<file path="config.mk">
export PLATFORM = sky130hd
export DESIGN_NAME = radial_spotlight_luminance_top
export DESIGN_NICKNAME = d
export VERILOG_FILES = /design/src/rsl_pkg.sv /design/src/rsl_sqrt_stage.sv /design/src/radial_spotlight_luminance_top.sv
export SDC_FILE = /design/constraint.sdc
export NUM_CORES = 2
export LEC_CHECK = 0
export BUFFER_PORTS_ARGS = -buffer_cell sky130_fd_sc_hd__clkbuf_2
export CELL_PAD_IN_SITES_DETAIL_PLACEMENT = 2
export CELL_PAD_IN_SITES_GLOBAL_PLACEMENT = 2
export CORE_MARGIN = 5
export CORE_UTILIZATION = 42
export CTS_CLUSTER_SIZE = 10
export DETAILED_ROUTE_END_ITERATION = 12
export GPL_TIMING_DRIVEN = 0
export PLACE_DENSITY = 0.84
export REMOVE_ABC_BUFFERS = 1
export SYNTH_ARGS = -nofsm -noshare
export SYNTH_HDL_FRONTEND = slang
export SYNTH_SLANG_ARGS = --single-unit
</file>
<file path="constraint.sdc">
create_clock -name clk -period 10 [get_ports clk]
set_clock_uncertainty 0.1 [all_clocks]
set_input_delay 1 -clock clk [delete_from_list [all_inputs] [get_ports clk]]
set_output_delay 1 -clock clk [all_outputs]
set_load 0.005 [all_outputs]
</file>
<file path="src/rsl_pkg.sv">
// Package for the radial spotlight luminance block.
// Holds widths, constants, register indexes and the square-root pipe struct.
// No dependencies.
package rsl_pkg;

  localparam int COORD_BITS     = 12;
  localparam int LUM_BITS       = 16;
  localparam int DIST_FRAC_BITS = 4;

  localparam int CENTER_BITS  = COORD_BITS + 2;
  localparam int DIFF_BITS    = COORD_BITS + 2;
  localparam int SQ_BITS      = 2 * DIFF_BITS + 1;

  // distance cap in whole pixels; sq at or above its square saturates
  localparam int DIST_CAP_PIX = 160;
  localparam int SQ_CAP       = DIST_CAP_PIX * DIST_CAP_PIX;
  localparam int SQC_BITS     = 15;

  localparam int ROOT_BITS     = 8 + DIST_FRAC_BITS;
  localparam int SQRT_STEPS    = 3;
  localparam int SQRT_STAGES   = (ROOT_BITS + SQRT_STEPS - 1) / SQRT_STEPS;
  localparam int ROOT_PAD_BITS = SQRT_STAGES * SQRT_STEPS;
  localparam int RAD_BITS      = 2 * ROOT_PAD_BITS;
  localparam int REM_BITS      = ROOT_PAD_BITS + 2;

  // keep / (200 << DF) == keep / (25 << (DF + 3))
  localparam int KEEP_BITS   = 8 + DIST_FRAC_BITS;
  localparam int KEEP_SHIFT  = DIST_FRAC_BITS + 3;
  localparam int DIV_ODD     = 25;
  localparam int PROD_BITS   = LUM_BITS + KEEP_BITS;
  localparam int X_BITS      = PROD_BITS - KEEP_SHIFT;
  localparam int RECIP_SHIFT = X_BITS + 5;
  localparam int RECIP_BITS  = X_BITS + 1;
  localparam int MUL_BITS    = X_BITS + RECIP_BITS;

  localparam logic [KEEP_BITS-1:0]  KEEP_DEN = KEEP_BITS'(200 << DIST_FRAC_BITS);
  localparam logic [KEEP_BITS-1:0]  DIST_CAP = KEEP_BITS'(DIST_CAP_PIX << DIST_FRAC_BITS);
  localparam logic [RECIP_BITS-1:0] RECIP    =
    RECIP_BITS'(((64'd1 << RECIP_SHIFT) + 64'(DIV_ODD - 1)) / 64'(DIV_ODD));

  // three front stages, sqrt stages, two back stages, output reg
  localparam int PIPE_DEPTH = 6 + SQRT_STAGES;

  localparam int CFG_IDX_BITS = 2;
  localparam logic [CFG_IDX_BITS-1:0] REG_CENTER_COL = 2'd0;
  localparam logic [CFG_IDX_BITS-1:0] REG_CENTER_ROW = 2'd1;

  typedef struct packed {
    logic                     valid;
    logic                     sat;
    logic [LUM_BITS-1:0]      lum;
    logic [RAD_BITS-1:0]      rad;
    logic [REM_BITS-1:0]      rem;
    logic [ROOT_PAD_BITS-1:0] root;
  } sqrt_pipe_t;

endpackage

</file>
<file path="src/rsl_sqrt_stage.sv">
// One registered stage of the digit-by-digit integer square root.
// Resolves SQRT_STEPS root bits per cycle; depends on rsl_pkg.
module rsl_sqrt_stage import rsl_pkg::*; (
  input  logic       clk,
  input  logic       rst_n,
  input  sqrt_pipe_t pipe_in,
  output sqrt_pipe_t pipe_out
);

  sqrt_pipe_t pipe_r;
  sqrt_pipe_t pipe_nxt;

  always_comb begin
    logic [REM_BITS-1:0]      rem_v;
    logic [REM_BITS-1:0]      trial_v;
    logic [RAD_BITS-1:0]      rad_v;
    logic [ROOT_PAD_BITS-1:0] root_v;
    rem_v  = pipe_in.rem;
    rad_v  = pipe_in.rad;
    root_v = pipe_in.root;
    for (int i = 0; i < SQRT_STEPS; i++) begin
      rem_v   = {rem_v[REM_BITS-3:0], rad_v[RAD_BITS-1 -: 2]};
      rad_v   = {rad_v[RAD_BITS-3:0], 2'b00};
      trial_v = {root_v, 2'b01};
      if (rem_v >= trial_v) begin
        rem_v  = rem_v - trial_v;
        root_v = {root_v[ROOT_PAD_BITS-2:0], 1'b1};
      end else begin
        root_v = {root_v[ROOT_PAD_BITS-2:0], 1'b0};
      end
    end
    pipe_nxt      = pipe_in;
    pipe_nxt.rem  = rem_v;
    pipe_nxt.rad  = rad_v;
    pipe_nxt.root = root_v;
  end

  always_ff @(posedge clk) begin
    if (!rst_n) begin
      pipe_r <= '0;
    end else begin
      pipe_r <= pipe_nxt;
    end
  end

  assign pipe_out = pipe_r;

endmodule

</file>
<file path="src/radial_spotlight_luminance_top.sv">
// Throughput: one item per cycle; busy is low whenever reset is released.
// The square root resolves three root bits per stage; the scale is a multiply
// by lum followed by a reciprocal multiply for the divide by 25.
// Synchronous active-low reset clears the pipeline valids and both center regs.
// Top level of the radial spotlight luminance block; depends on rsl_pkg, rsl_sqrt_stage.
module radial_spotlight_luminance_top import rsl_pkg::*; (
  input  logic                    clk,
  input  logic                    rst_n,
  input  logic                    start,
  output logic                    busy,
  input  logic [COORD_BITS-1:0]   in_pixel_col,
  input  logic [COORD_BITS-1:0]   in_pixel_row,
  input  logic [LUM_BITS-1:0]     in_lum_in,
  output logic                    out_valid,
  output logic [LUM_BITS-1:0]     out_lum_out,
  input  logic                    cfg_we,
  input  logic [CFG_IDX_BITS-1:0] cfg_index,
  input  logic [CENTER_BITS-1:0]  cfg_wdata
);

  logic [CENTER_BITS-1:0] center_col_r;
  logic [CENTER_BITS-1:0] center_row_r;

  always_ff @(posedge clk) begin
    if (!rst_n) begin
      center_col_r <= '0;
      center_row_r <= '0;
    end else if (cfg_we) begin
      unique case (cfg_index)
        REG_CENTER_COL: center_col_r <= cfg_wdata;
        REG_CENTER_ROW: center_row_r <= cfg_wdata;
        default: ;
      endcase
    end
  end

  assign busy = !rst_n;

  logic accept;
  assign accept = start && !busy;

  // stage 1: absolute offsets
  logic signed [DIFF_BITS:0] dc_nxt;
  logic signed [DIFF_BITS:0] dr_nxt;
  logic [DIFF_BITS-1:0]      adc_nxt;
  logic [DIFF_BITS-1:0]      adr_nxt;
  logic                      s1_valid_r;
  logic [DIFF_BITS-1:0]      adc_r;
  logic [DIFF_BITS-1:0]      adr_r;
  logic [LUM_BITS-1:0]       s1_lum_r;

  always_comb begin
    dc_nxt  = $signed({center_col_r[CENTER_BITS-1], center_col_r})
            - $signed({3'b000, in_pixel_col});
    dr_nxt  = $signed({center_row_r[CENTER_BITS-1], center_row_r})
            - $signed({3'b000, in_pixel_row});
    adc_nxt = dc_nxt[DIFF_BITS] ? DIFF_BITS'(-dc_nxt) : dc_nxt[DIFF_BITS-1:0];
    adr_nxt = dr_nxt[DIFF_BITS] ? DIFF_BITS'(-dr_nxt) : dr_nxt[DIFF_BITS-1:0];
  end

  always_ff @(posedge clk) begin
    if (!rst_n) begin
      s1_valid_r <= 1'b0;
    end else begin
      s1_valid_r <= accept;
    end
    adc_r    <= adc_nxt;
    adr_r    <= adr_nxt;
    s1_lum_r <= in_lum_in;
  end

  // stage 2: squares
  logic                     s2_valid_r;
  logic [2*DIFF_BITS-1:0]   sqc_r;
  logic [2*DIFF_BITS-1:0]   sqr_r;
  logic [LUM_BITS-1:0]      s2_lum_r;

  always_ff @(posedge clk) begin
    if (!rst_n) begin
      s2_valid_r <= 1'b0;
    end else begin
      s2_valid_r <= s1_valid_r;
    end
    sqc_r    <= (2*DIFF_BITS)'(adc_r) * (2*DIFF_BITS)'(adc_r);
    sqr_r    <= (2*DIFF_BITS)'(adr_r) * (2*DIFF_BITS)'(adr_r);
    s2_lum_r <= s1_lum_r;
  end

  // stage 3: sum, saturate, build radicand
  logic [SQ_BITS-1:0] sq_sum;
  logic               sat_nxt;
  sqrt_pipe_t         s3_pipe_nxt;
  sqrt_pipe_t         s3_pipe_r;

  always_comb begin
    sq_sum            = SQ_BITS'(sqc_r) + SQ_BITS'(sqr_r);
    sat_nxt           = (sq_sum >= SQ_BITS'(SQ_CAP));
    s3_pipe_nxt.valid = s2_valid_r;
    s3_pipe_nxt.sat   = sat_nxt;
    s3_pipe_nxt.lum   = s2_lum_r;
    s3_pipe_nxt.rad   = sat_nxt ? '0
                      : RAD_BITS'(sq_sum[SQC_BITS-1:0]) << (2*DIST_FRAC_BITS);
    s3_pipe_nxt.rem   = '0;
    s3_pipe_nxt.root  = '0;
  end

  always_ff @(posedge clk) begin
    if (!rst_n) begin
      s3_pipe_r <= '0;
    end else begin
      s3_pipe_r <= s3_pipe_nxt;
    end
  end

  // square-root stages
  sqrt_pipe_t sq_pipe [SQRT_STAGES+1];
  assign sq_pipe[0] = s3_pipe_r;

  for (genvar g = 0; g < SQRT_STAGES; g++) begin : g_sqrt
    rsl_sqrt_stage u_stage (
      .clk      (clk),
      .rst_n    (rst_n),
      .pipe_in  (sq_pipe[g]),
      .pipe_out (sq_pipe[g+1])
    );
  end

  sqrt_pipe_t sq_last;
  assign sq_last = sq_pipe[SQRT_STAGES];

  // keep share and product
  logic [KEEP_BITS-1:0] dist_val;
  logic [KEEP_BITS-1:0] keep;
  logic                 p_valid_r;
  logic [PROD_BITS-1:0] prod_r;

  always_comb begin
    dist_val = sq_last.sat ? DIST_CAP : sq_last.root[ROOT_BITS-1:0];
    keep     = KEEP_DEN - dist_val;
  end

  always_ff @(posedge clk) begin
    if (!rst_n) begin
      p_valid_r <= 1'b0;
    end else begin
      p_valid_r <= sq_last.valid;
    end
    prod_r <= PROD_BITS'(sq_last.lum) * PROD_BITS'(keep);
  end

  // divide by the odd factor through a reciprocal multiply
  logic [X_BITS-1:0]   xq;
  logic                m_valid_r;
  logic [MUL_BITS-1:0] mul_r;

  assign xq = prod_r[PROD_BITS-1:KEEP_SHIFT];

  always_ff @(posedge clk) begin
    if (!rst_n) begin
      m_valid_r <= 1'b0;
    end else begin
      m_valid_r <= p_valid_r;
    end
    mul_r <= MUL_BITS'(xq) * MUL_BITS'(RECIP);
  end

  // output register
  logic                out_valid_r;
  logic [LUM_BITS-1:0] out_lum_r;

  always_ff @(posedge clk) begin
    if (!rst_n) begin
      out_valid_r <= 1'b0;
    end else begin
      out_valid_r <= m_valid_r;
    end
    out_lum_r <= mul_r[RECIP_SHIFT +: LUM_BITS];
  end

  assign out_valid   = out_valid_r;
  assign out_lum_out = out_lum_r;

endmodule

</file>
## Word-level counts from Yosys, hierarchy flattened

Index checks and enable logic that the tools add are counted.
Widths: inputs -> output; s select.

| operators by class | value |
|---|---|
| add/subtract/negate cells | 17 |
| multipliers | 4 |
| order comparisons | 13 |
| equality and inequality tests | 1 |
| mux-type cells | 27 |
| bitwise operators | 1 |
| reductions and logical operators | 6 |

Operator list:

| kind | count |
|---|---|
| $mux 12 | 12 |
| $mul 14x14->28 | 2 |
| $mul 21x22->42 const B | 1 |
| $sub 14x13->15 | 2 |
| $add 28x28->29 | 1 |
| $ge 29x15->1 const B | 1 |
| $mul 16x12->28 | 1 |
| $mux 14 | 2 |
| $neg 14->14 | 2 |
| $mux 23 | 1 |
| $ge 14x10->1 | 1 |
| $ge 14x11->1 | 1 |
| $ge 14x12->1 | 1 |
| $ge 14x13->1 | 1 |
| $ge 14x3->1 | 1 |
| $ge 14x4->1 | 1 |
| $ge 14x5->1 | 1 |
| $ge 14x6->1 | 1 |
| $ge 14x7->1 | 1 |
| $ge 14x8->1 | 1 |
| $ge 14x9->1 | 1 |
| $mux 1 | 12 |
| $sub 12x10->12 | 1 |
| $sub 12x11->12 | 1 |
| other kinds (18) | 19 |

| storage, ports and cells | value |
|---|---|
| register bits after elaboration | 481 |
| output and inout bits | 18 |
| logic and storage cells | 114 |

## Depth between registers and ports, before layout

| depth | value |
|---|---|
| depth after elaboration | 6 |
| mapped depth | 39 |
| gate-level depth less buffers | 35 |

## Modules after synthesis

A second synthesis with hierarchy kept.

| unflattened totals | value |
|---|---|
| cell total of the unflattened synthesis | 5435 |
| area, all modules | 49228.5 sq um |

By module, submodules not included:

| module | times used | cells an instance | area an instance (sq um) | seq. area each (sq um) |
|---|---|---|---|---|
| radial_spotlight_luminance_top | 1 | 3387 | 32172.1 | 4664.5 |
| rsl_sqrt_stage | 4 | 512 | 4264.1 | 1241.2 |

## Least setup slack after synthesis

Ideal clock, no wire load.

| path | value |
|---|---|
| path type | reg-to-reg |
| start point | register g_sqrt[3].u_stage.pipe_r, in the netlist g_sqrt[3].u_stage.pipe_out[66] |
| end point | register prod_r[27] |
| library setup time | 0.072 ns |
| data arrival time | 7.019 ns |
| data required time | 9.828 ns |
| slack | 2.809 ns |
| cell stages (with the launch flop) | 31 |
| path buffers | 3 |
| cells stage by stage | dfxtp_1 clkbuf_1 nor2b_1 clkbuf_1 inv_1 ha_1 o211ai_1 nand2_1 nand2_1 xor2_1 nor2_1 clkbuf_1 nand2_1 fa_1 fa_1 inv_1 fa_1 fa_1 inv_1 fa_1 inv_1 ha_1 a21o_1 o2111ai_1 a31oi_1 o2111ai_1 and3_1 nor3_1 or3_1 a21oi_1 xor2_1 |

| between the ends | value |
|---|---|
| longest elaborated chain between the ends | 3 |

Ends and longest elaborated chain:

| element | line | source |
|---|---|---|
| from (decl) | rsl_sqrt_stage.sv:10 | `sqrt_pipe_t pipe_r;` |
| from (signal assigned) | rsl_sqrt_stage.sv:42 | `pipe_r <= pipe_nxt;` |
| $mux 12 | radial_spotlight_luminance_top.sv:138 | `dist_val = sq_last.sat ? DIST_CAP : sq_last.root[ROOT_BITS-1:0];` |
| $sub 12x12->12 | radial_spotlight_luminance_top.sv:139 | `keep = KEEP_DEN - dist_val;` |
| $mul 16x12->28 | radial_spotlight_luminance_top.sv:148 | `prod_r <= PROD_BITS'(sq_last.lum) * PROD_BITS'(keep);` |
| to (signal assigned) | radial_spotlight_luminance_top.sv:148 |  |
| to (decl) | radial_spotlight_luminance_top.sv:135 | `logic [PROD_BITS-1:0] prod_r;` |

Every way passes these cells.
A chain may end at the register's enable or synchronous reset.

## Final worst setup path

Ends and elaborated chain as after synthesis.

==> metrics.md <==
| Metric | Value |
|---|---|
| Setup Slack @ Placement | 0.260 ns |
| Worst hold path type | flip-flop to flip-flop |
| Async S/R FF share, synth | 0% |
| Drt pass-1 iters | 5 |
| Mean Syn Cell Area | 9.31 sq um |
| I/O pin count | 78 |
| Share of cells above drive strength 1 | 5.27% |
| Cts repair resizes | 0 |
| Final hold viol count | 0 |
| Vias | 30000 |
| CTS tree | done |
| Htree depth | 2 |
| Buf/Inv on CP | 4 |
| Via density | 5.33 |
| Unrepaired setup endpoints after global routing | no |
| Main synth FF type | dfxtp_1 |
| Sequential fraction of the synthesis area | 19.1% |
| Crit Path Class | flip-flop to flip-flop |
| Clock latency at the later pin of the worst-skew pair | 0.66 ns |
| Largest net degree at the start of global routing | 99 |
| CP max stage delay | 1.03 ns |
| Synth-to-layout area growth | 8.17% |
| CP most frequent cell | fa_1 |
| Fillers | 10200 |
| Core ar. | 95000 sq um |
| Die H | 319 um |
| DRC | 0 |
| Clk buf depth | 3 |
| Post-Syn Instances | 4313 |
| Clk pin slew, worst setup/hold paths | 0.06 ns |
| Max Fclk | 0.106 GHz |
| Most instantiated library cell after synthesis | inv_1 |
| Startpoint Class | flip-flop |
| CP arrival | 9.82 ns |
| Grt ovf | 0 |
| WL final | 127 mm |
| WP data required | 10.40 ns |
| Yosys reg bits | 384 |
| Status | complete, no violations |
| Register Area | 7690 sq um |
| Antenna violation net count after detailed routing | 0 |
| CP top delay family | adder cells |
| Number of flops mapped to enable cells by yosys | 0 |
| Number of buffers added on ports | 77 |
| Min Hold Slack | 0.225 ns |
| Clock root cell | clkbuf_16 |
| Worst-margin pin slew | 1.37 ns |
| Leading area contributor after synthesis | fa_1 |
| Min Tclk post-route | 9.42 ns |
| Final net count | 5501 |
| Synth cell types | 82 |
| Max-cap viol count | 0 |
| Crit-path slowest cell | nor2_1 |
| Final HPWL DP | 101 mm |
| Final worst path period share | 94.2% |
| Slew HR | 8.22% |
| Die ar. | 102000 sq um |
| Final Max Tran Viols | 0 |
| Total negative slack | 0 ns |
| Post-Syn Area | 40200 sq um |
| CTS Hold Bufs | 0 |
| Total track usage | 24.9% |
| R2R setup slack | 0.58 ns |
| Final Cell Area | 43400 sq um |
| Initial antenna violation count | 8 |
| 1st-iter DRT viols | 976 |
| Setup Fix Bufs, Post-CTS | 0 |
| Commonest cells post-synth | inv_1 (815), ha_1 (569), fa_1 (532), dfxtp_1 (384), nand2_1 (359) |
| Placed Area | 41900 sq um |
| Drt wl/cell | 22.6 um |
| Floorplan row count | 113 |
| Setup ws final | 0.582 ns |
| Setup violators final | 0 |
| CTS Sinks | 384 |
| DIE WIDTH | 319 um |
| Ys Warns | 0 |
| CP endpoint kind | flip-flop |
| Synth area leaders | fa_1 (27%), dfxtp_1 (19%), ha_1 (18%), inv_1 (7.6%), and2_1 (4.6%) |
| Total CTS buffers | 50 |
| Area occupied by multi-input gates | 29100 sq um |
| Initial Util | 42.3% |
| Vias in the first global route | 36500 |
| Routability cong. | 0.828 |
| CP Max Fanout | 16 |
| Global-route wire length before repair | 202 mm |
| Yosys top cell area share | 26.5% |
==> metal layers <==
metal / track usage (%) / wire length (um)
met5: 0 / 49
met3: 3.59 / 3730
met2: 49.5 / 71000
met1: 25.8 / 46500
met4: 10.5 / 6010
==> through the flow <==
step	util [%]	std cells
floorplan	-	4204
global route	45.7	5629
detailed placement	44.1	5553
finish	45.7	5631
global placement	43.9	5546
CTS	45.7	5629
==> cell usage in the layout (no fill, tap or decap), types with 22 or more instances in the layout <==
master,n
dfxtp_1,384
o21a_1,28
xnor2_1,147
nand2b_1,22
xor2_1,64
nor2_1,214
nand2_1,359
clkbuf_16,50
nor3_1,46
a21oi_1,179
and2_1,297
fa_1,532
or2_2,28
nand3_1,46
inv_1,815
a21o_1,51
o21ai_0,75
and3_1,24
clkbuf_2,76
ha_1,569
nor2b_1,33
==> cell type report <==
class | count | area share [%]
diodes | 2 | 0.0115
clock buffers | 61 | 3.09
clock inverters | 15 | 0.501
inverters | 816 | 7.05
multi-input cells | 3004 | 66.9
flip-flops and latches | 384 | 17.7
well taps | 1265 | 3.64
repair buffers | 84 | 1.13
==> worst reg2reg max path, delay by kind of cell, from the launching register on <==
family,cells,cell delay [ns]
AO/OA/AOI/OAI,7,1.42
XOR/XNOR,2,0.52
adder cells (fa/ha/maj),7,3.41
buffers and inverters,4,0.35
flip-flops,1,0.51
AND/OR/NAND/NOR,7,2.98
==> flip-flops by register name, indices dropped and copies added (netlist names), 14 cells and up <==
| name | flops |
|---|---|
| mul_r | 16 |
| g_sqrt.u_stage.pipe_out | 151 |
| center_col_r | 14 |
| s1_lum_r | 16 |
| s2_lum_r | 16 |
| prod_r | 21 |
| center_row_r | 14 |
| adr_r | 14 |
| sqc_r | 27 |
| out_lum_out | 16 |
| sqr_r | 27 |
| s3_pipe_r | 33 |
| adc_r | 14 |
==> path summary, 6_finish.rpt <==
kind	start	endpoint	cells past startpoint
setup / recovery	g_sqrt[3].u_stage.pipe_out[66]	prod_r[27]	27
hold / removal	s1_lum_r[0]	s2_lum_r[0]	0
setup reg to reg	g_sqrt[3].u_stage.pipe_out[66]	prod_r[27]	27
hold reg to reg	s1_lum_r[0]	s2_lum_r[0]	0
==> cell families after synthesis <==
kind of cell / synth area share [%]
xor gates and xnor gates: 4.64
buffers and inverters: 8.67
DFF: 19.1
AOI/OAI and AO/OA: 8.20
and+or+nand+nor: 14.4
muxes: 0.704
adders and majority gates: 44.2
Power is not shown: default switching activity piles up to over one toggle a cycle in this logic, so the estimate is an artifact.
